[config.mk]
export PLATFORM = sky130hd
export DESIGN_NAME = keypad_scan_debounce_top
export DESIGN_NICKNAME = d
export VERILOG_FILES = /design/src/sv/kpd_pkg.sv /design/src/sv/kpd_front.sv /design/src/sv/kpd_queue.sv /design/src/sv/kpd_back.sv /design/src/sv/keypad_scan_debounce_top.sv
export SDC_FILE = /design/constraint.sdc
export NUM_CORES = 1
export LEC_CHECK = 0
export BUFFER_PORTS_ARGS = -buffer_cell sky130_fd_sc_hd__buf_2
export CAP_MARGIN = 20
export CORE_ASPECT_RATIO = 0.7
export CORE_MARGIN = 5
export CORE_UTILIZATION = 35
export CTS_CLUSTER_DIAMETER = 150
export DETAILED_ROUTE_END_ITERATION = 6
export PLACE_DENSITY = 0.48
export SETUP_SLACK_MARGIN = 0.2
export SLEW_MARGIN = 10
export SYNTH_ARGS = -nofsm -noshare
export SYNTH_HDL_FRONTEND = slang
export SYNTH_SLANG_ARGS = --single-unit
[constraint.sdc]
create_clock -name clk_i -period 10.2 [get_ports clk_i]
set_clock_uncertainty 0.15 [all_clocks]
set_input_delay 0.51 -clock clk_i [delete_from_list [all_inputs] [get_ports clk_i]]
set_output_delay 0.51 -clock clk_i [all_outputs]
set_load 0.05 [all_outputs]
[src/sv/kpd_pkg.sv]
package kpd_pkg;

  localparam logic [3:0]  KEY_NONE       = 4'd0;
  localparam logic [6:0]  SPACE_CHAR     = 7'd32;
  localparam logic [15:0] DEBOUNCE_RESET = 16'd20;

  typedef struct packed {
    logic [3:0]  rows_col_one;
    logic [3:0]  rows_col_two;
    logic [3:0]  rows_col_three;
    logic [31:0] now_ms;
    logic        take_event;
  } in_t;

  typedef struct packed {
    logic [6:0] event_char;
    logic [6:0] held_char;
  } out_t;

  // Classified scan tick as it waits in the queue.
  typedef struct packed {
    logic [3:0]  key;
    logic [31:0] now_ms;
    logic        take_event;
  } work_t;

  // Queue status seen by the front and the back.
  typedef struct packed {
    logic full;
    logic empty;
  } q_stat_t;

  // Key code to keypad character: codes run down column one, then two, then three.
  function automatic logic [6:0] key_char(input logic [3:0] key);
    logic [6:0] c;
    unique case (key)
      4'd1:    c = 7'h31;  // '1'
      4'd2:    c = 7'h34;  // '4'
      4'd3:    c = 7'h37;  // '7'
      4'd4:    c = 7'h2A;  // '*'
      4'd5:    c = 7'h32;  // '2'
      4'd6:    c = 7'h35;  // '5'
      4'd7:    c = 7'h38;  // '8'
      4'd8:    c = 7'h30;  // '0'
      4'd9:    c = 7'h33;  // '3'
      4'd10:   c = 7'h36;  // '6'
      4'd11:   c = 7'h39;  // '9'
      4'd12:   c = 7'h23;  // '#'
      default: c = SPACE_CHAR;
    endcase
    return c;
  endfunction

endpackage

[src/sv/kpd_front.sv]
module kpd_front (
  input  logic             in_valid_i,
  output logic             in_ready_o,
  input  kpd_pkg::in_t     in_data_i,
  input  kpd_pkg::q_stat_t q_stat_i,
  output logic             push_o,
  output kpd_pkg::work_t   push_data_o
);

  // Pressed row in the priority order 1, 4, 2, 3; zero when no row is low.
  function automatic logic [2:0] pick_row(input logic [3:0] levels);
    logic [2:0] r;
    priority if (!levels[0]) r = 3'd1;
    else if (!levels[3])     r = 3'd4;
    else if (!levels[1])     r = 3'd2;
    else if (!levels[2])     r = 3'd3;
    else                     r = 3'd0;
    return r;
  endfunction

  logic [2:0] row_one, row_two, row_three;
  logic [3:0] key;

  assign row_one   = pick_row(in_data_i.rows_col_one);
  assign row_two   = pick_row(in_data_i.rows_col_two);
  assign row_three = pick_row(in_data_i.rows_col_three);

  always_comb begin
    priority if (row_one != 3'd0) key = {1'b0, row_one};
    else if (row_two != 3'd0)     key = {1'b0, row_two} + 4'd4;
    else if (row_three != 3'd0)   key = {1'b0, row_three} + 4'd8;
    else                          key = kpd_pkg::KEY_NONE;
  end

  assign in_ready_o              = !q_stat_i.full;
  assign push_o                  = in_valid_i && in_ready_o;
  assign push_data_o.key         = key;
  assign push_data_o.now_ms      = in_data_i.now_ms;
  assign push_data_o.take_event  = in_data_i.take_event;

endmodule

[src/sv/kpd_queue.sv]
module kpd_queue #(
  parameter int Depth = 2
) (
  input  logic             clk_i,
  input  logic             rst_ni,
  input  logic             push_i,
  input  kpd_pkg::work_t   push_data_i,
  input  logic             pop_i,
  output kpd_pkg::work_t   head_o,
  output kpd_pkg::q_stat_t stat_o
);

  localparam int PtrW = (Depth > 1) ? $clog2(Depth) : 1;
  localparam int CntW = $clog2(Depth + 1);

  kpd_pkg::work_t mem_q [Depth];
  logic [PtrW-1:0] wr_ptr_q, wr_ptr_d, rd_ptr_q, rd_ptr_d;
  logic [CntW-1:0] count_q, count_d;

  function automatic logic [PtrW-1:0] next_ptr(input logic [PtrW-1:0] p);
    return (p == PtrW'(Depth - 1)) ? '0 : p + PtrW'(1);
  endfunction

  always_comb begin
    wr_ptr_d = push_i ? next_ptr(wr_ptr_q) : wr_ptr_q;
    rd_ptr_d = pop_i ? next_ptr(rd_ptr_q) : rd_ptr_q;
    count_d  = count_q + CntW'(push_i) - CntW'(pop_i);
  end

  always_ff @(posedge clk_i or negedge rst_ni) begin
    if (!rst_ni) begin
      wr_ptr_q <= '0;
      rd_ptr_q <= '0;
      count_q  <= '0;
    end else begin
      wr_ptr_q <= wr_ptr_d;
      rd_ptr_q <= rd_ptr_d;
      count_q  <= count_d;
    end
  end

  always_ff @(posedge clk_i) begin
    if (push_i) begin
      mem_q[wr_ptr_q] <= push_data_i;
    end
  end

  assign head_o       = mem_q[rd_ptr_q];
  assign stat_o.full  = (count_q == CntW'(Depth));
  assign stat_o.empty = (count_q == '0);

endmodule

[src/sv/kpd_back.sv]
module kpd_back (
  input  logic             clk_i,
  input  logic             rst_ni,
  input  logic             cfg_we_i,
  input  logic [15:0]      cfg_wdata_i,
  input  kpd_pkg::work_t   head_i,
  input  kpd_pkg::q_stat_t q_stat_i,
  output logic             pop_o,
  output logic             out_valid_o,
  input  logic             out_ready_i,
  output kpd_pkg::out_t    out_data_o
);

  logic [15:0]   debounce_q;
  logic [3:0]    last_q, last_d;
  logic [31:0]   change_q, change_d;
  logic [3:0]    stable_q, stable_d;
  logic [3:0]    pend_q, pend_d, pend_upd;
  logic          out_valid_q;
  kpd_pkg::out_t out_q, out_d;
  logic          settled;

  // A new tick is taken whenever the output register is free or being drained.
  assign pop_o = !q_stat_i.empty && (!out_valid_q || out_ready_i);

  always_comb begin
    last_d   = head_i.key;
    change_d = (head_i.key != last_q) ? head_i.now_ms : change_q;
    settled  = (head_i.now_ms - change_d) >= {16'b0, debounce_q};
    stable_d = settled ? head_i.key : stable_q;
    pend_upd = pend_q;
    if (settled && (stable_q != head_i.key) && (head_i.key != kpd_pkg::KEY_NONE)) begin
      pend_upd = head_i.key;
    end
    if (head_i.take_event) begin
      out_d.event_char = kpd_pkg::key_char(pend_upd);
      pend_d           = kpd_pkg::KEY_NONE;
    end else begin
      out_d.event_char = kpd_pkg::SPACE_CHAR;
      pend_d           = pend_upd;
    end
    out_d.held_char = kpd_pkg::key_char(stable_d);
  end

  always_ff @(posedge clk_i or negedge rst_ni) begin
    if (!rst_ni) begin
      debounce_q  <= kpd_pkg::DEBOUNCE_RESET;
      last_q      <= kpd_pkg::KEY_NONE;
      change_q    <= '0;
      stable_q    <= kpd_pkg::KEY_NONE;
      pend_q      <= kpd_pkg::KEY_NONE;
      out_valid_q <= 1'b0;
    end else begin
      if (cfg_we_i) begin
        debounce_q <= cfg_wdata_i;
      end
      if (pop_o) begin
        last_q      <= last_d;
        change_q    <= change_d;
        stable_q    <= stable_d;
        pend_q      <= pend_d;
        out_valid_q <= 1'b1;
      end else if (out_ready_i) begin
        out_valid_q <= 1'b0;
      end
    end
  end

  always_ff @(posedge clk_i) begin
    if (pop_o) begin
      out_q <= out_d;
    end
  end

  assign out_valid_o = out_valid_q;
  assign out_data_o  = out_q;

endmodule

[src/sv/keypad_scan_debounce_top.sv]
// Channel | Direction | Handshake               | Payload
// input   | in        | in_valid_i / in_ready_o   | in_data_i   (kpd_pkg::in_t)
// result  | out       | out_valid_o / out_ready_i | out_data_o  (kpd_pkg::out_t)
// config  | in        | cfg_we_i, no wait         | cfg_wdata_i (debounce_ms)
//
// One scan tick is taken per cycle while the queue is not full. The queue entry is written
// at the input transfer, and the debounce stage registers the result when it pops that entry,
// which it does once the queue holds it and the output register is free or being drained.
// Reset clears the queue, the key state, the event and sets debounce_ms to 20.
// A stalled result holds in the output register; the queue keeps taking ticks until
// QueueDepth of them wait, and only then in_ready_o drops.
module keypad_scan_debounce_top #(
  parameter int QueueDepth = 2
) (
  input  logic          clk_i,
  input  logic          rst_ni,
  input  logic          cfg_we_i,
  input  logic [15:0]   cfg_wdata_i,
  input  logic          in_valid_i,
  output logic          in_ready_o,
  input  kpd_pkg::in_t  in_data_i,
  output logic          out_valid_o,
  input  logic          out_ready_i,
  output kpd_pkg::out_t out_data_o
);

  // The front finds the first pressed key of the tick and pushes a compact work item.
  // The back pops it, runs the debounce and event logic and registers the result.
  logic             push;
  kpd_pkg::work_t   push_data;
  logic             pop;
  kpd_pkg::work_t   head;
  kpd_pkg::q_stat_t q_stat;

  kpd_front u_front (
    .in_valid_i  (in_valid_i),
    .in_ready_o  (in_ready_o),
    .in_data_i   (in_data_i),
    .q_stat_i    (q_stat),
    .push_o      (push),
    .push_data_o (push_data)
  );

  // The queue lets the front keep accepting while the result side stalls.
  kpd_queue #(
    .Depth (QueueDepth)
  ) u_queue (
    .clk_i       (clk_i),
    .rst_ni      (rst_ni),
    .push_i      (push),
    .push_data_i (push_data),
    .pop_i       (pop),
    .head_o      (head),
    .stat_o      (q_stat)
  );

  // The back holds all debounce state, so each tick sees the state the previous one left.
  kpd_back u_back (
    .clk_i       (clk_i),
    .rst_ni      (rst_ni),
    .cfg_we_i    (cfg_we_i),
    .cfg_wdata_i (cfg_wdata_i),
    .head_i      (head),
    .q_stat_i    (q_stat),
    .pop_o       (pop),
    .out_valid_o (out_valid_o),
    .out_ready_i (out_ready_i),
    .out_data_o  (out_data_o)
  );

endmodule

# After elaboration in Yosys (flattened, before gate mapping)
# Memory sizes are Yosys's and may differ from the RTL's. A register that Yosys moved wholly into a read port is not among the register bits.
# Index checks and enable logic that the tools add are counted.
# Widths: inputs -> output; s select.
# word_totals
register_bits,79
ram_bits,74
rom_bits,160
inputBits,66
out_inout_bits,16
wordCells,65
n_memories,3
# mem_list
name,depth,width,read_ports,rd_ports_with_merged_regs,wr,line_no,rtl
(no name shown),16,5,1,1,0,kpd_pkg.sv:36,unique case (key)
(no name shown),16,5,1,1,0,kpd_pkg.sv:36,
u_queue.mem_q,2,37,1,0,1,kpd_queue.sv:16,kpd_pkg::work_t mem_q [Depth];
# classes
n_addsub,7
n_lt_le_gt_ge,1
eq_ne,3
muxes,25
reduce_logical,15
# ops
operator,n
$ge 32x16->1,1
$mux 32,1
$sub 32x32->32,1
$mux 3,9
$mux 4,6
$reduce_bool 3->1,3
$ne 4x4->1,2
$mux 1,6
$mux 2,3
$add 3x3->4 const B,1
$add 3x4->4 const B,1
$logic_and 1x1->1,4
$logic_not 1->1,4
$reduce_bool 4->1,1
$add 1x1->1 const B,2
$add 2x1->2,1
$eq 2x2->1 const B,1
$logic_not 2->1,1
$reduce_bool 2->1,1
$sub 2x1->2,1
$logic_or 1x1->1,1

# Depth between registers and ports, before layout
# An unclocked memory read counts as a cell.
# logic_depth
depth_word,9
ltp_mapped,39

# By module
# Synthesis repeated with hierarchy kept, for this count alone.
# unflattened
hier_cells,866
hier_area_um2,9430.3
# modules_own_cells
mod,instances,cells_per_inst,area_each_um2,seq_area_each_um2
kpd_back,1,677,6075.8,1829.3
kpd_queue,1,130,2949.1,2322.2
kpd_front,1,59,405.4,0.0

# Least setup slack after synthesis
# No wires, ideal clock.
# synth_timing
path_type,flip-flop to flip-flop
startpoint,reg u_queue.rd_ptr_q
endpoint,"reg, netlist name u_back.out_data_o[8]"
setup_time_ns,0.278
t_arrival_ns,7.532
t_required_ns,9.772
setup_slack_ns,2.240
stages_incl_launch_ff,37
path_buffers,8
path_cell_list,dfrtp_1 -> buf_6 -> mux2_2 -> xor2_1 -> or4_1 -> buf_2 -> buf_6 -> clkbuf_1 -> clkbuf_1 -> nand2_1 -> o21ai_0 -> ha_1 -> clkbuf_1 -> nor3b_1 -> nor2_1 -> a2bb2oi_2 -> a21oi_1 -> xnor2_1 -> ha_1 -> a21o_1 -> a21o_1 -> a21oi_1 -> nand2_1 -> nor3_1 -> o211ai_1 -> a2111o_1 -> or4_1 -> buf_6 -> o21ai_4 -> buf_6 -> mux2i_1 -> inv_1 -> ha_1 -> nor2_1 -> or2_2 -> a221oi_1 -> o32ai_1
# synth_between
elab_chain_len,8
elab_cells_between_ends,11
classes_between,add/sub (1); order compare (1); eq/ne (2); mux (2); reduce/logical (4); memory (1)
# synth_rtl
element,line_no,rtl
from (decl),kpd_queue.sv:17,"logic [PtrW-1:0] wr_ptr_q, wr_ptr_d, rd_ptr_q, rd_ptr_d;"
from (signal assigned),kpd_queue.sv:37,rd_ptr_q <= rd_ptr_d;
$mem_v2 2x37 *,-,
$ne 4x4->1,kpd_back.sv:28,change_d = (head_i.key != last_q) ? head_i.now_ms : change_q;
$mux 32,kpd_back.sv:28,
$sub 32x32->32,kpd_back.sv:29,"settled = (head_i.now_ms - change_d) >= {16'b0, debounce_q};"
$ge 32x16->1,kpd_back.sv:29,
$logic_and 1x1->1 (2 in a row),kpd_back.sv:32,if (settled && (stable_q != head_i.key) && (head_i.key != kpd_pkg::KEY_NONE)) begin
$mux 4,kpd_back.sv:32,
# Mark *: on every way between the ends. The rest lies on a longest branch, timed or not.
# A chain may end at the register's enable or synchronous reset.

# Worst setup path after layout
# layout_timing
startpoint,reg u_queue.rd_ptr_q
endpoint,"reg, netlist name u_back.out_data_o[8]"
# layout_between
elab_chain_len,8
elab_cells_between_ends,11
classes_between,add/sub (1); order compare (1); eq/ne (2); mux (2); reduce/logical (4); memory (1)
# layout_rtl
element,line_no,rtl
$mem_v2 2x37 *,-,
$ne 4x4->1,kpd_back.sv:28,
$mux 32 *,kpd_back.sv:28,
net u_back.change_d[0],kpd_back.sv:16,"logic [31:0] change_q, change_d;"
$sub 32x32->32 *,kpd_back.sv:29,
$ge 32x16->1 *,kpd_back.sv:29,
$logic_and 1x1->1 * (2 in a row),kpd_back.sv:32,
$mux 4 *,kpd_back.sv:32,
# The timed path passes the listed nets; every way through them passes the cells marked *.

==> report_table.html <==
<table>
<tr><th>Metric</th><th>Value</th></tr>
<tr><th colspan="2">Yosys</th></tr>
<tr><td>Post-synth top area cell</td><td>sky130_fd_sc_hd__edfxtp_1</td></tr>
<tr><td>Area contributors post-synth</td><td>sky130_fd_sc_hd__edfxtp_1, sky130_fd_sc_hd__dfrtp_1, sky130_fd_sc_hd__ha_1</td></tr>
<tr><td>Proportion of netlist area held by the largest area contributor</td><td>25.6%</td></tr>
<tr><td>Number of storage elements in the synthesis netlist</td><td>149</td></tr>
<tr><td>Most used standard cells in the synthesized netlist</td><td>sky130_fd_sc_hd__nand2_1, sky130_fd_sc_hd__o21ai_0, sky130_fd_sc_hd__edfxtp_1, sky130_fd_sc_hd__dfrtp_1, sky130_fd_sc_hd__inv_1</td></tr>
<tr><td>Synth async-reset ratio</td><td>43.6%</td></tr>
<tr><td>Top-count cell post-synth</td><td>sky130_fd_sc_hd__nand2_1</td></tr>
<tr><td>Area of the mapped netlist</td><td>0.00984 mm2</td></tr>
<tr><td>Synthesized instance count</td><td>1051</td></tr>
<tr><td>Sequential-to-total area share from yosys stat</td><td>42.2%</td></tr>
<tr><td>Warning count from the yosys run</td><td>0</td></tr>
<tr><td>Number of unique standard cell types used by synthesis</td><td>88</td></tr>
<tr><td>Average cell area after synthesis</td><td>9.36 um2</td></tr>
<tr><td>Number of enable-type register cells in the synthesized netlist</td><td>84</td></tr>
<tr><td>Flip-flop cell with the highest count after synthesis</td><td>sky130_fd_sc_hd__edfxtp_1</td></tr>
<tr><th colspan="2">STA</th></tr>
<tr><td>Part of the cycle the worst path needs</td><td>89.2%</td></tr>
<tr><td>Setup total negative slack</td><td>0 ps</td></tr>
<tr><td>Unrepaired setup endpoints after global routing</td><td>no</td></tr>
<tr><td>Tightest slew margin relative to the limit</td><td>33.9%</td></tr>
<tr><td>Finish-stage setup viols</td><td>0</td></tr>
<tr><td>Pins Over Slew Limit</td><td>0</td></tr>
<tr><td>Minimum clock period after layout</td><td>9100 ps</td></tr>
<tr><td>Tightest Pin Transition</td><td>991 ps</td></tr>
<tr><td>Number of hold violations in the final report</td><td>0</td></tr>
<tr><td>Maximum frequency from static timing analysis</td><td>110 MHz</td></tr>
<tr><th colspan="2">Critical path</th></tr>
<tr><td>Critical path capture point type</td><td>register</td></tr>
<tr><td>Arrival time at the worst endpoint</td><td>9090 ps</td></tr>
<tr><td>Maximum fanout along the worst path</td><td>20</td></tr>
<tr><td>Register-to-register setup slack</td><td>1100 ps</td></tr>
<tr><td>Startpoint type of the worst setup path</td><td>register</td></tr>
<tr><td>Critical path class</td><td>register to register</td></tr>
<tr><td>Crit path max-delay cell type</td><td>sky130_fd_sc_hd__or4_2</td></tr>
<tr><td>Crit-path leading delay family</td><td>compound AO/OA/AOI/OAI gates</td></tr>
<tr><td>Depth of the worst register-to-register path</td><td>30</td></tr>
<tr><td>Capture point of the worst reg-to-reg path</td><td>u_back.out_data_o[8]</td></tr>
<tr><td>Longest individual stage delay on the worst path</td><td>920 ps</td></tr>
<tr><td>Worst R2R Start</td><td>u_queue.rd_ptr_q</td></tr>
<tr><td>Required time worst endpoint</td><td>10200 ps</td></tr>
<tr><td>Number of buffer and inverter instances along the worst setup path</td><td>3</td></tr>
<tr><td>Dominant cell type by count on the critical path</td><td>sky130_fd_sc_hd__ha_1</td></tr>
<tr><th colspan="2">Clock network</th></tr>
<tr><td>Clk Latency, worst-skew pair</td><td>440 ps</td></tr>
<tr><td>CTS clock-pin slew for the worst setup and hold paths</td><td>70 ps</td></tr>
<tr><td>TritonCTS Buffers</td><td>17</td></tr>
<tr><td>CTS sink cnt</td><td>149</td></tr>
<tr><td>Count of cells resized by post-cts repair</td><td>0</td></tr>
<tr><td>CTS max path bufs</td><td>2</td></tr>
<tr><td>Setup Buffers After CTS</td><td>0</td></tr>
<tr><td>Total of hold buffers inserted after clock tree synthesis</td><td>0</td></tr>
<tr><td>Number of H-tree levels</td><td>4</td></tr>
<tr><td>Clock tree from TritonCTS</td><td>built</td></tr>
<tr><td>Root buffer cell</td><td>sky130_fd_sc_hd__clkbuf_16</td></tr>
<tr><th colspan="2">Cells and area</th></tr>
<tr><td>Fill cells</td><td>2783</td></tr>
<tr><td>Share of post-route cells with drive strength above 1</td><td>14.9%</td></tr>
<tr><td>Total Nets Final</td><td>1222</td></tr>
<tr><td>Synthesis-to-layout area growth</td><td>13.3%</td></tr>
<tr><td>Count of antenna diodes in the layout</td><td>0</td></tr>
<tr><td>Number of cells in the finished layout apart from fillers</td><td>1493</td></tr>
<tr><th colspan="2">Global route</th></tr>
<tr><td>Total congestion overflow after global routing</td><td>0</td></tr>
<tr><td>Largest net degree at the start of global routing</td><td>66</td></tr>
<tr><td>Antenna violations before repair</td><td>0</td></tr>
<tr><td>Via count of the first global-routing pass</td><td>7377</td></tr>
<tr><td>Overall fraction of global-route tracks in use</td><td>17.0%</td></tr>
<tr><td>First-pass GRT wire length</td><td>42.3 mm</td></tr>
<tr><th colspan="2">Floorplanning</th></tr>
<tr><td>Floorplan row count</td><td>51</td></tr>
<tr><td>Number of top-level pins</td><td>82</td></tr>
<tr><td>Effective utilization at floorplan</td><td>35.5%</td></tr>
<tr><td>Die boundary width</td><td>210 um</td></tr>
<tr><td>Placeable core area</td><td>0.0278 mm2</td></tr>
<tr><td>Chip height</td><td>150 um</td></tr>
<tr><td>Overall die area</td><td>0.0316 mm2</td></tr>
<tr><th colspan="2">Routing</th></tr>
<tr><td>Number of nets still failing antenna checks after routing</td><td>0</td></tr>
<tr><td>DRC violations left</td><td>0</td></tr>
<tr><td>Overall routed net length</td><td>26.6 mm</td></tr>
<tr><td>Total via count after detailed routing</td><td>7989</td></tr>
<tr><td>Initial DRC count</td><td>462</td></tr>
<tr><td>Number of vias per cell</td><td>5.35</td></tr>
<tr><td>First-pass iteration count of the detailed router</td><td>5</td></tr>
<tr><td>Routed wire per std cell</td><td>17.8 um</td></tr>
<tr><th colspan="2">Placed design</th></tr>
<tr><td>Post-placement cell count</td><td>1460</td></tr>
<tr><td>GP Congestion</td><td>0.934</td></tr>
<tr><td>Number of buffers added on ports</td><td>77</td></tr>
<tr><td>Dpl hpwl</td><td>20.0 mm</td></tr>
<tr><th colspan="2">Worst hold path</th></tr>
<tr><td>Start point of the worst min-delay path</td><td>in_data_i[7]</td></tr>
<tr><td>Kind of path behind the tightest hold check</td><td>input pin to register</td></tr>
<tr><td>Min-Delay Endpoint</td><td>u_queue.mem_q[0][7]</td></tr>
<tr><td>Instance count along the most critical hold path</td><td>1</td></tr>
<tr><th colspan="2">Job</th></tr>
<tr><td>Max-Cap Viols</td><td>0</td></tr>
<tr><th colspan="2">Status</th></tr>
<tr><td>Status</td><td>finished, final reports clean</td></tr>
</table>
[registers in the layout (all words and copies together) (netlist names)]
register and cells:
u_queue.wr_ptr_q 1, u_queue.mem_q 74, u_back.stable_q 4, u_back.out_data_o 10, u_queue.rd_ptr_q 1, u_back.pend_q 4, u_back.debounce_q 16, u_back.last_q 4
u_queue.count_q 2, u_back.out_valid_o 1, u_back.change_q 32
[worst max-delay path by stage]
stage                           endpoint              from  cells after the start  slack (ps)
floorplan           u_back.out_data_o[8]  u_queue.rd_ptr_q                     36        2240
global placement    u_back.out_data_o[8]  u_queue.rd_ptr_q                     30        1380
detailed placement  u_back.out_data_o[8]  u_queue.rd_ptr_q                     30        1150
CTS                 u_back.out_data_o[8]  u_queue.rd_ptr_q                     30        1110
global route        u_back.out_data_o[8]  u_queue.rd_ptr_q                     31         490
finish              u_back.out_data_o[8]  u_queue.rd_ptr_q                     30        1100
[metal layers]
metal  vias up  track usage, %  part of all wire, %
li1       3994               -                    -
met1      3772            27.1                   54
met2       207            23.7                   40
met3        16            3.40                  5.2
met4         0            3.63                 0.82
met5         -               0                    0
[layout make-up]
cell class / instances / area, um2 / share of cell area (%)
multi-input combinational: 791 / 5230 / 46.9
sequential: 149 / 4150 / 37.3
timing repair buffer: 88 / 488 / 4.38
tap: 371 / 464 / 4.16
clock buffer: 18 / 429 / 3.85
inverter: 62 / 233 / 2.09
clock inverter: 14 / 151 / 1.36
[placed cells by master, fill, tap and decap left out, types with 7 or more instances in the layout]
master	instances
sky130_fd_sc_hd__o211ai_1	11
sky130_fd_sc_hd__xor2_1	8
sky130_fd_sc_hd__mux2_2	11
sky130_fd_sc_hd__o21bai_1	7
sky130_fd_sc_hd__o21a_1	11
sky130_fd_sc_hd__inv_1	62
sky130_fd_sc_hd__nor3_1	21
sky130_fd_sc_hd__o21ai_0	107
sky130_fd_sc_hd__a31oi_1	7
sky130_fd_sc_hd__nor2_1	49
sky130_fd_sc_hd__xnor2_1	30
sky130_fd_sc_hd__clkbuf_16	17
sky130_fd_sc_hd__a21o_1	17
sky130_fd_sc_hd__a21oi_1	54
sky130_fd_sc_hd__buf_2	77
sky130_fd_sc_hd__buf_4	10
sky130_fd_sc_hd__ha_1	47
sky130_fd_sc_hd__o21ai_1	10
sky130_fd_sc_hd__dfrtp_1	62
sky130_fd_sc_hd__nor4_1	8
sky130_fd_sc_hd__edfxtp_1	84
sky130_fd_sc_hd__nand3_1	24
sky130_fd_sc_hd__nand2b_1	7
sky130_fd_sc_hd__o22ai_1	10
sky130_fd_sc_hd__nand4_1	11
sky130_fd_sc_hd__a211oi_1	13
sky130_fd_sc_hd__mux2i_1	41
sky130_fd_sc_hd__o31ai_1	8
sky130_fd_sc_hd__nand2_1	151
[cells by family after synthesis]
group           count (synthesis)  synth area share [%]
simple gates                  322                  15.4
compound gates                319                  21.2
flops                         149                  42.2
buf+inv                       113                  4.89
mux                            61                  6.84
fa+ha+maj                      47                  5.98
xor+xnor                       38                  3.38
other cells                     2                0.0763
[per-stage QoR]
| stage | setup slack [ps] | hold WS, ps | area (um2) | utilization (%) |
|---|---|---|---|---|
| 6_report | 1100 | 109 | 11100 | 40.2 |
| 5_1_grt | 486 | 87.7 | 11100 | 40.2 |
| 4_1_cts | 1110 | 89.0 | 11100 | 40.1 |
| 3_5_place_dp | 1150 | 316 | 10500 | 38.0 |
| 3_3_place_gp | 1380 | 310 | 10500 | 38.0 |
| 2_1_floorplan | 2240 | 64.4 | 9850 | - |
Power is not shown: default switching activity piles up to over one toggle a cycle in this logic, so the estimate is an artifact.
